--- src/hnc_pkg.sv ---
// Shared constants and the 64-bit population count for the nearest-centroid search.
`default_nettype none
package hnc_pkg;

  localparam int MAX_CENTROIDS_DEF = 16;
  localparam int DESC_WORDS_DEF    = 4;

  localparam int WORD_W  = 64;
  localparam int DIST_W  = 9;
  localparam int PC_W    = 7;
  localparam int COUNT_W = 5;
  localparam logic [DIST_W-1:0] DIST_MAX = 9'd511;

  localparam logic OP_LOAD  = 1'b0;
  localparam logic OP_POINT = 1'b1;

  // Count set bits: pair, nibble and byte sums, then add the eight bytes
  function automatic logic [PC_W-1:0] popcount64(input logic [WORD_W-1:0] v);
    logic [WORD_W-1:0] a;
    logic [WORD_W-1:0] b;
    logic [WORD_W-1:0] c;
    logic [PC_W-1:0]   s;
    a = v - ((v >> 1) & 64'h5555_5555_5555_5555);
    b = (a & 64'h3333_3333_3333_3333) + ((a >> 2) & 64'h3333_3333_3333_3333);
    c = (b + (b >> 4)) & 64'h0F0F_0F0F_0F0F_0F0F;
    s = '0;
    for (int i = 0; i < 8; i++) begin
      s = s + PC_W'(c[i*8 +: 4]);
    end
    return s;
  endfunction

endpackage
`default_nettype wire

--- src/hamming_nearest_centroid.sv ---
// Top level: centroid store, running distances and the nearest-centroid search.
//
// Usage:
//   Input channel (in_valid/in_stall) carries load items (operation 0), which
//   write one 64-bit centroid word, and point items (operation 1), which give one
//   word of a feature point. A load is stored on acceptance and never stalls the input.
//   A point word is compared against every active centroid, one centroid per
//   cycle, through a three-stage read/popcount/accumulate pipeline around the
//   centroid memory and the running-distance memory. After a point item is
//   accepted, in_stall stays high through the search and the final step (only
//   the final step with no centroids); active is centroid_count capped at MAX_CENTROIDS.
//   On the last word of a point that is not itself a centroid one result item
//   is loaded into the output register (out_valid/out_stall) in the final cycle.
//   If an earlier result is still stalled there, the block holds the new one
//   and keeps in_stall high until the output register frees up.
//   cfg_write_en/cfg_write_data set centroid_count; write only while idle.
//   Reset clears the count, the control state and the running distances
//   (through per-slot valid bits); centroid words are undefined until loaded.
`default_nettype none
module hamming_nearest_centroid #(
  parameter int MAX_CENTROIDS = hnc_pkg::MAX_CENTROIDS_DEF,
  parameter int DESC_WORDS    = hnc_pkg::DESC_WORDS_DEF
) (
  input  wire logic                        clk,
  input  wire logic                        rst_n,
  // configuration
  input  wire logic                        cfg_write_en,
  input  wire logic [hnc_pkg::COUNT_W-1:0] cfg_write_data,
  // input channel
  input  wire logic                        in_valid,
  output logic                             in_stall,
  input  wire logic                        in_operation,
  input  wire logic [3:0]                  in_slot,
  input  wire logic [1:0]                  in_word_index,
  input  wire logic [hnc_pkg::WORD_W-1:0]  in_word_value,
  input  wire logic [15:0]                 in_point_id,
  input  wire logic                        in_is_centroid,
  // result channel
  output logic                             out_valid,
  input  wire logic                        out_stall,
  output logic [3:0]                       out_nearest_centroid,
  output logic [hnc_pkg::DIST_W-1:0]       out_best_distance,
  output logic [15:0]                      out_point_tag,
  output logic                             out_no_centroids
);

  localparam int SLOT_W  = (MAX_CENTROIDS > 1) ? $clog2(MAX_CENTROIDS) : 1;
  localparam int CNT_W   = $clog2(MAX_CENTROIDS + 1);
  localparam int DEPTH   = MAX_CENTROIDS * DESC_WORDS;
  localparam int ADDR_W  = (DEPTH > 1) ? $clog2(DEPTH) : 1;
  localparam int WORD_W  = hnc_pkg::WORD_W;
  localparam int DIST_W  = hnc_pkg::DIST_W;
  localparam int PC_W    = hnc_pkg::PC_W;

  typedef enum logic [1:0] {IDLE, RUN, FINISH} state_t;

  // Memories
  logic [WORD_W-1:0] cmem [DEPTH];
  logic [DIST_W-1:0] pmem [MAX_CENTROIDS];

  // Control and item registers
  state_t                    state_r;
  logic [hnc_pkg::COUNT_W-1:0] count_r;
  logic [CNT_W-1:0]          active;
  logic [CNT_W-1:0]          iss_r;
  logic [ADDR_W-1:0]         caddr_r;
  logic [WORD_W-1:0]         word_r;
  logic                      first_r;
  logic                      last_r;
  logic                      iscent_r;
  logic [15:0]               tag_r;
  logic [MAX_CENTROIDS-1:0]  pvalid_r;

  // Pipeline registers
  logic                      v1_r;
  logic [SLOT_W-1:0]         c1_r;
  logic [WORD_W-1:0]         cdata_r;
  logic [DIST_W-1:0]         pdata_r;
  logic                      pv1_r;
  logic                      v2_r;
  logic [SLOT_W-1:0]         c2_r;
  logic [PC_W-1:0]           pc2_r;
  logic [DIST_W-1:0]         base2_r;

  // Search result
  logic                      found_r;
  logic [SLOT_W-1:0]         best_slot_r;
  logic [DIST_W-1:0]         best_dist_r;

  // Output register
  logic                      out_valid_r;
  logic [3:0]                out_nc_r;
  logic [DIST_W-1:0]         out_dist_r;
  logic [15:0]               out_tag_r;
  logic                      out_none_r;

  logic                      acc;
  logic                      widx_ok;
  logic                      slot_ok;
  logic                      load_we;
  logic [ADDR_W-1:0]         load_addr;
  logic                      issue;
  logic [SLOT_W-1:0]         iss_idx;
  logic [DIST_W:0]           sum;
  logic [DIST_W-1:0]         sat;
  logic                      s2_last;
  logic                      need_result;
  logic                      out_free;
  logic                      out_load;

  // Cap the configured count at the slot total
  assign active = (32'(count_r) > MAX_CENTROIDS) ? CNT_W'(MAX_CENTROIDS) : CNT_W'(count_r);

  // Accept and decode the input item
  assign in_stall  = (state_r != IDLE);
  assign acc       = in_valid && !in_stall;
  assign widx_ok   = (32'(in_word_index) < DESC_WORDS);
  assign slot_ok   = (32'(in_slot) < MAX_CENTROIDS);
  assign load_we   = acc && (in_operation == hnc_pkg::OP_LOAD) && widx_ok && slot_ok;
  assign load_addr = ADDR_W'(32'(in_slot) * DESC_WORDS + 32'(in_word_index));

  // Issue one centroid read per cycle
  assign issue   = (state_r == RUN) && (iss_r < active);
  assign iss_idx = iss_r[SLOT_W-1:0];

  // Accumulate with saturation
  assign sum     = {1'b0, base2_r} + (DIST_W + 1)'(pc2_r);
  assign sat     = sum[DIST_W] ? hnc_pkg::DIST_MAX : sum[DIST_W-1:0];
  assign s2_last = v2_r && (c2_r == SLOT_W'(active - CNT_W'(1)));

  assign need_result = last_r && !iscent_r;
  assign out_free    = !out_valid_r || !out_stall;
  assign out_load    = (state_r == FINISH) && need_result && out_free;

  // Centroid store: write on load, read during the search
  always_ff @(posedge clk) begin
    if (load_we) begin
      cmem[load_addr] <= in_word_value;
    end
    if (issue) begin
      cdata_r <= cmem[caddr_r];
    end
  end

  // Running distances: read at issue, write back at the accumulate stage
  always_ff @(posedge clk) begin
    if (v2_r) begin
      pmem[c2_r] <= sat;
    end
    if (issue) begin
      pdata_r <= pmem[iss_idx];
    end
  end

  // Payload pipeline registers
  always_ff @(posedge clk) begin
    if (issue) begin
      c1_r  <= iss_idx;
    end
    if (v1_r) begin
      c2_r    <= c1_r;
      pc2_r   <= hnc_pkg::popcount64(cdata_r ^ word_r);
      base2_r <= (first_r || !pv1_r) ? '0 : pdata_r;
    end
  end

  // State machine, pipeline control and output register
  always_ff @(posedge clk) begin
    if (!rst_n) begin
      state_r     <= IDLE;
      count_r     <= '0;
      iss_r       <= '0;
      pvalid_r    <= '0;
      v1_r        <= 1'b0;
      pv1_r       <= 1'b0;
      v2_r        <= 1'b0;
      found_r     <= 1'b0;
      out_valid_r <= 1'b0;
    end else begin
      if (cfg_write_en) begin
        count_r <= cfg_write_data;
      end

      // Drop a result once it is taken, unless a new one replaces it
      if (out_valid_r && !out_stall && !out_load) begin
        out_valid_r <= 1'b0;
      end

      // Advance the pipeline
      v1_r  <= issue;
      pv1_r <= issue ? pvalid_r[iss_idx] : 1'b0;
      v2_r  <= v1_r;
      if (issue) begin
        iss_r   <= iss_r + CNT_W'(1);
        caddr_r <= caddr_r + ADDR_W'(DESC_WORDS);
      end
      if (v2_r) begin
        pvalid_r[c2_r] <= 1'b1;
        if (!found_r || (sat < best_dist_r)) begin
          found_r     <= 1'b1;
          best_slot_r <= c2_r;
          best_dist_r <= sat;
        end
      end

      case (state_r)
        IDLE: begin
          if (acc && (in_operation == hnc_pkg::OP_POINT) && widx_ok) begin
            word_r      <= in_word_value;
            first_r     <= (in_word_index == 2'd0);
            last_r      <= (32'(in_word_index) == DESC_WORDS - 1);
            iscent_r    <= in_is_centroid;
            tag_r       <= in_point_id;
            iss_r       <= '0;
            caddr_r     <= ADDR_W'(in_word_index);
            found_r     <= 1'b0;
            best_slot_r <= '0;
            best_dist_r <= '0;
            state_r     <= (active == '0) ? FINISH : RUN;
          end
        end
        RUN: begin
          if (s2_last) begin
            state_r <= FINISH;
          end
        end
        FINISH: begin
          if (!need_result) begin
            state_r <= IDLE;
          end else if (out_free) begin
            out_valid_r <= 1'b1;
            out_nc_r    <= 4'(best_slot_r);
            out_dist_r  <= best_dist_r;
            out_tag_r   <= tag_r;
            out_none_r  <= !found_r;
            state_r     <= IDLE;
          end
        end
        default: begin
          state_r <= IDLE;
        end
      endcase
    end
  end

  assign out_valid            = out_valid_r;
  assign out_nearest_centroid = out_nc_r;
  assign out_best_distance    = out_dist_r;
  assign out_point_tag        = out_tag_r;
  assign out_no_centroids     = out_none_r;

  // Issue count never runs past the active slots
  a_iss_bound: assert property (@(posedge clk) disable iff (!rst_n)
    (state_r == RUN) |-> (iss_r <= active))
    else $error("issue counter past active slots");

  // Pipeline stages only carry work while searching
  a_pipe_run: assert property (@(posedge clk) disable iff (!rst_n)
    (v1_r || v2_r) |-> (state_r == RUN))
    else $error("pipeline active outside search");

  // A new result comes only from the final step
  a_out_src: assert property (@(posedge clk) disable iff (!rst_n)
    $rose(out_valid_r) |-> $past(state_r == FINISH))
    else $error("result loaded outside final step");

  // An empty search reports slot zero at distance zero
  a_none: assert property (@(posedge clk) disable iff (!rst_n)
    (out_valid_r && out_none_r) |-> (out_dist_r == '0 && out_nc_r == 4'd0))
    else $error("empty search with nonzero result");

endmodule
`default_nettype wire
--- config.mk ---
export PLATFORM = sky130hd
export DESIGN_NAME = hamming_nearest_centroid
export DESIGN_NICKNAME = d
export VERILOG_FILES = /design/src/hnc_pkg.sv /design/src/hamming_nearest_centroid.sv
export SDC_FILE = /design/constraint.sdc
export NUM_CORES = 2
export LEC_CHECK = 0
export BUFFER_PORTS_ARGS = -buffer_cell sky130_fd_sc_hd__buf_4
export CAP_MARGIN = 0
export CORE_MARGIN = 5
export CORE_UTILIZATION = 25
export DETAILED_ROUTE_END_ITERATION = 6
export PLACE_DENSITY_LB_ADDON = 0.08
export SLEW_MARGIN = 10
export SYNTH_ARGS = -nofsm -noshare
export SYNTH_HDL_FRONTEND = slang
export SYNTH_MEMORY_MAX_BITS = 65536
export SYNTH_SLANG_ARGS = --single-unit
--- constraint.sdc ---
create_clock -name clk -period 11.3 [get_ports clk]
set_clock_uncertainty 0.2 [all_clocks]
set_input_delay 0.565 -clock clk [delete_from_list [all_inputs] [get_ports clk]]
set_output_delay 0.565 -clock clk [all_outputs]
set_load 0.01 [all_outputs]
After elaboration in Yosys (flattened, before gate mapping)
Memory sizes are Yosys's and may differ from the RTL's. A register that Yosys moved wholly into a read port is not among the register bits. Cells that the tools add are included.

Logic and storage cells: 125. Input port bits: 98. Flip-flop bits (word level): 189. Memories: 2. Memory bits (writable): 4240. Output and inout bits: 32.

Reductions and logical operators: 29. Multiplexer cells: 38. Bitwise logic cells: 3. Equality and inequality tests: 7. Order comparisons: 6. Add/subtract/negate cells: 15.

Memory list: cmem (depth 64, bits a word 64, rd ports 1, clocked after Yosys merged registers in 1, wr ports 1, line hamming_nearest_centroid.sv:58) `logic [WORD_W-1:0] cmem [DEPTH];`; pmem (depth 16, bits a word 9, rd ports 1, clocked after Yosys merged registers in 1, wr ports 1, line hamming_nearest_centroid.sv:59) `logic [DIST_W-1:0] pmem [MAX_CENTROIDS];`.

Operators by type and width (number): $sub A64 B63 Y64 (1); $xor A64 B64 Y64 (1); $add A62 B62 Y63 (1); $add A60 B59 Y60 (1); $mux W9 (5); $add A7 B4 Y7 (4); $mux W5 (4); $mux W6 (3); $mux W4 (4); $or A16 B16 Y16 (1); $mux W1 (14); $logic_and A1 B1 Y1 (11); $add A9 B7 Y10 (1); $lt A4 B5 Y1 const B (2); $mux W2 (5); $lt A9 B9 Y1 (1); $add A6 B4 Y7 (1); $logic_not A1 Y1 (7); $add A5 B4 Y6 (1); $add A6 B2 Y6 (1); $add A6 B3 Y6 const B (1); $pmux W2 S3 (1); $reduce_and A3 Y1 (2); $add A4 B4 Y5 (1); 19 further kinds (24).

Logic depth before layout (Yosys ltp)
Depth in word-level cells: 11. Mapped depth: 31. Gate-level depth less buffers: 31.

Least setup slack after synthesis
No wires, ideal clock.

Path type: register to register. Start point: reg word_r[19]. End point: reg pc2_r[5], data pin. Setup time: 258 ps. Stages on the path, launching flop included: 30. Arrival time: 6799 ps. Clock period less this slack: 7257 ps. Data required time: 10842 ps. Path buffers: 0. Slack: 4043 ps. Cell sequence: edfxtp_1 > xnor2_1 > ha_1 > nand2_1 > o21bai_1 > a221oi_1 > nor3b_1 > o311ai_0 > a21boi_0 > o21ai_0 > nand2_1 > nand2_1 > xor2_1 > ha_1 > inv_1 > fa_1 > inv_1 > ha_1 > a21o_1 > a21o_1 > fa_1 > inv_1 > fa_1 > fa_1 > fa_1 > inv_1 > ha_1 > a21o_1 > a21oi_1 > xnor2_1.

Word-level cells in the longest chain between the ends: 10.

RTL lines: from (decl) (line hamming_nearest_centroid.sv:67) `logic [WORD_W-1:0] word_r;`; from (signal assigned) (line hamming_nearest_centroid.sv:209) `word_r <= in_word_value;`; $xor A64 B64 Y64 (*) (line hamming_nearest_centroid.sv:162) `pc2_r <= hnc_pkg::popcount64(cdata_r ^ word_r);`; $sub A64 B63 Y64 (*) (line hnc_pkg.sv:23) `a = v - ((v >> 1) & 64'h5555_5555_5555_5555);`; $add A62 B62 Y63 (*) (line hnc_pkg.sv:24) `b = (a & 64'h3333_3333_3333_3333) + ((a >> 2) & 64'h3333_3333_3333_3333);`; $add A60 B59 Y60 (*) (line hnc_pkg.sv:25) `c = (b + (b >> 4)) & 64'h0F0F_0F0F_0F0F_0F0F;`; $add A5 B4 Y6 (line hnc_pkg.sv:28) `s = s + PC_W'(c[i*8 +: 4]);`; $add A6 B4 Y7 (line hnc_pkg.sv:28); $add A7 B4 Y7 (3 in a row) (line hnc_pkg.sv:28); $add A7 B4 Y7 (*) (line hnc_pkg.sv:28); to (signal assigned) (line hamming_nearest_centroid.sv:162); to (decl) (line hamming_nearest_centroid.sv:82) `logic [PC_W-1:0] pc2_r;`.

Mark *: on every way between the ends. The rest lies on a longest branch, timed or not. A chain may end at the register's enable or synchronous reset.

Worst setup path after layout
Start point: reg word_r[25]. End point: reg pc2_r[5], data pin.

Word-level cells in the longest chain between the ends: 9.

RTL lines (line): $xor A64 B64 Y64 (*) (hamming_nearest_centroid.sv:162); $sub A64 B63 Y64 (*) (hnc_pkg.sv:23); $add A62 B62 Y63 (*) (hnc_pkg.sv:24); $add A60 B59 Y60 (*) (hnc_pkg.sv:25); $add A6 B4 Y7 (hnc_pkg.sv:28); $add A7 B4 Y7 (3 in a row) (hnc_pkg.sv:28); $add A7 B4 Y7 (*) (hnc_pkg.sv:28).

Marks and branches as above.

==> reports/summary.txt <==
Slowest-stage cell, CP - o311ai_0
Iter 0 DRT Violations - 7767
Mapped Cells - 7431
I/O pins - 130
CTS Sinks - 4502
first-pass GRT wire length - 805000 um
register area - 0.135 mm2
initial antenna violation count - 84
crit path max fanout - 8
Multi-input gate area - 0.0398 mm2
grt total ovfl - 0
clock-pin slew on the worst setup and hold paths - 0.06 ns
vias per cell - 4.65
largest cells by area after synthesis - edfxtp_1 (76%), mux4_2 (17%), ha_1 (1.1%)
DP Wirelength - 319000 um
CP arrival - 9.27 ns
Ys Warns - 0
layout cells sized above 1 - 29.8%
Final nets - 8457
ys async rst share - 0%
Yosys top cell area share - 76.2%
FMAX - 0.115 GHz
synthesized cell area - 0.176 mm2
Avg Cell Area, Syn - 23.7 um2
Syn-to-layout area delta - 18.3%
largest net degree at the start of global routing - 119
Layout Cells excl Fill - 17867
die width - 849 um
hold slack final - 0.215 ns
H-tree depth - 6
CTS Root Cell - clkbuf_16
worst hold-check path type - flip-flop to flip-flop
Distinct cells, synth - 79
syn_nets - 7732
Final GP Congestion - 0.737
Setup-failing EPs final - 0
Tmin final - 8.68 ns
PD cells - 201 mW/mm2
status - completed
Die Height - 849 um
port bufs - 129
CP Data Required Time - 11.89 ns
VDD IR max - 0.000632 V
MaxCap Viol Count - 0
Static Leakage - 63.9 nW
core area - 0.703 mm2
Main synth FF type - edfxtp_1
CP most frequent cell - fa_1
CTS Buffer Depth - 4
vias in the first global route - 87946
final-layout fill cell count - 67918
clk_lat worst skew - 1.05 ns
row cnt - 308
Worst Tran Pin Value - 1.21 ns
Total GRT Usage - 16.2%
final worst-path cycle share - 76.8%
postcts setup bufs - 0
most frequent cells in the layout - edfxtp_1 (4469), mux4_2 (1364), clkbuf_16 (554)
setup TNS - 0 ns
post-route antenna net violation count - 0
First-pass DRT Iterations - 7
via count - 83055
Slew Viols, Final - 0
Critical path buffers and inverters - 4
die area - 0.721 mm2
crit path capture type - flip-flop
post-DR wirelength/cell - 33.5 um
Max-slew headroom - 19.5%
fin util - 29.6%
number of synthesized flops with an enable pin - 4469
CP startpoint kind - flip-flop
Yosys reg bits - 4502
family with the most delay on the worst path - adder cells
crit path kind - flip-flop to flip-flop
register area share after synthesis - 76.6%
Final Hold Viols - 0
most common cell after layout, fill and taps aside - edfxtp_1
RSZ-0062 raised after global routing - false
CP max stage delay - 0.77 ns
dpl cells - 16786
Num CTS Buffers - 546
final wirelength - 599000 um
starting density of the core - 25.1%
CTS tree - built
DRC violations left - 0
area leader, netlist - edfxtp_1
==> metal layers <==
| metal | up-vias | global-route usage [%] | wire (um) |
|---|---|---|---|
| li1 | 33200 | - | - |
| met1 | 46986 | 22.1 | 262000 |
| met2 | 2142 | 27.9 | 299000 |
| met3 | 719 | 2.22 | 26000 |
| met4 | 8 | 3.09 | 12100 |
| met5 | - | 0 | 45 |
==> final cells by class <==
| cell class | instances | share of cell area, % |
|---|---|---|
| antenna | 11 | 0.0132 |
| clock buffer | 701 | 6.93 |
| clock inverter | 247 | 1.08 |
| inverter | 170 | 0.306 |
| multi-input combinational | 2426 | 19.1 |
| sequential | 4502 | 64.7 |
| tap | 9300 | 5.59 |
| timing repair buffer | 510 | 2.24 |
==> stage by stage <==
| step | power [W] | setup slack, ns | cell area, um2 |
|---|---|---|---|
| after floorplan | 0.0234 | 4.04 | 176000 |
| after global placement | 0.0259 | 2.50 | 190000 |
| after detailed placement | 0.0257 | 2.68 | 190000 |
| after CTS | 0.0426 | 2.63 | 208000 |
| after global routing | 0.0440 | 2.16 | 208000 |
| final | 0.0418 | 2.62 | 208000 |
==> registers in the layout, indices dropped and copies added (netlist names), 16 cells and up <==
signal         cells
pmem             144
tag_r             16
cdata_r           64
word_r            64
cmem            4096
pvalid_r          16
out_point_tag     16
==> synth_stat cells (all sizes together), types with 3 or more instances <==
| cell | n |
|---|---|
| nand3b | 7 |
| dfxtp | 33 |
| ha | 155 |
| a31oi | 10 |
| o21bai | 4 |
| and2 | 23 |
| o31ai | 3 |
| a21boi | 10 |
| nand2 | 90 |
| o21a | 18 |
| and4 | 8 |
| edfxtp | 4469 |
| mux4 | 1364 |
| o221ai | 4 |
| inv | 170 |
| and3 | 8 |
| nand3 | 25 |
| a211o | 3 |
| o21ai | 58 |
| nor2 | 149 |
| xor2 | 73 |
| nor3 | 9 |
| nand2b | 24 |
| mux2i | 52 |
| a21oi | 46 |
| a221oi | 15 |
| mux2 | 8 |
| nand4 | 19 |
| o211ai | 8 |
| nor2b | 23 |
| a31o | 3 |
| or3 | 4 |
| xnor2 | 77 |
| nor3b | 7 |
| buf | 84 |
| a21o | 24 |
| a22oi | 10 |
| a211oi | 7 |
| fa | 48 |
| clkbuf | 248 |
==> cells by family after synthesis <==
| kind of cell | Yosys count | share of synthesized area (%) |
|---|---|---|
| muxes | 1424 | 17.8 |
| AOI/OAI and AO/OA | 244 | 0.960 |
| xor gates and xnor gates | 150 | 0.780 |
| adders and majority gates | 203 | 1.65 |
| DFF | 4502 | 76.6 |
| and+or+nand+nor | 405 | 1.12 |
| buffers and inverters | 503 | 1.12 |
==> where the power goes <==
part	total, W	switching (W)	internal, W
registers	0.0190	0.0000821	0.0189
logic	0.00615	0.00361	0.00254
clock network	0.0166	0.00705	0.00959
==> worst register-to-register path, delay by kind of cell (launching register included) <==
family / cells / cell delay, ns
AOI/OAI and AO/OA: 8 / 2.32
xor gates and xnor gates: 3 / 0.87
adders and majority gates: 9 / 3.68
buffers and inverters: 4 / 0.23
DFF: 1 / 0.37
and+or+nand+nor: 5 / 0.71
==> path summary, 6_finish.rpt <==
check | endpoint | depth (start not counted) | slack (ns) | from
min reg2reg | c2_r[3] | 0 | 0.22 | c1_r[3]
max | pc2_r[5] | 29 | 2.62 | word_r[25]
max reg2reg | pc2_r[5] | 29 | 2.62 | word_r[25]
min | c2_r[3] | 0 | 0.22 | c1_r[3]
==> repair_timing <==
| action | CTS | global route |
|---|---|---|
| endpoints found under the hold margin | 4290 | 0 |
| hold buffers | 122 | 0 |
| resized for setup | 0 | 0 |
No activity file was read; power rests on OpenSTA's default activity.
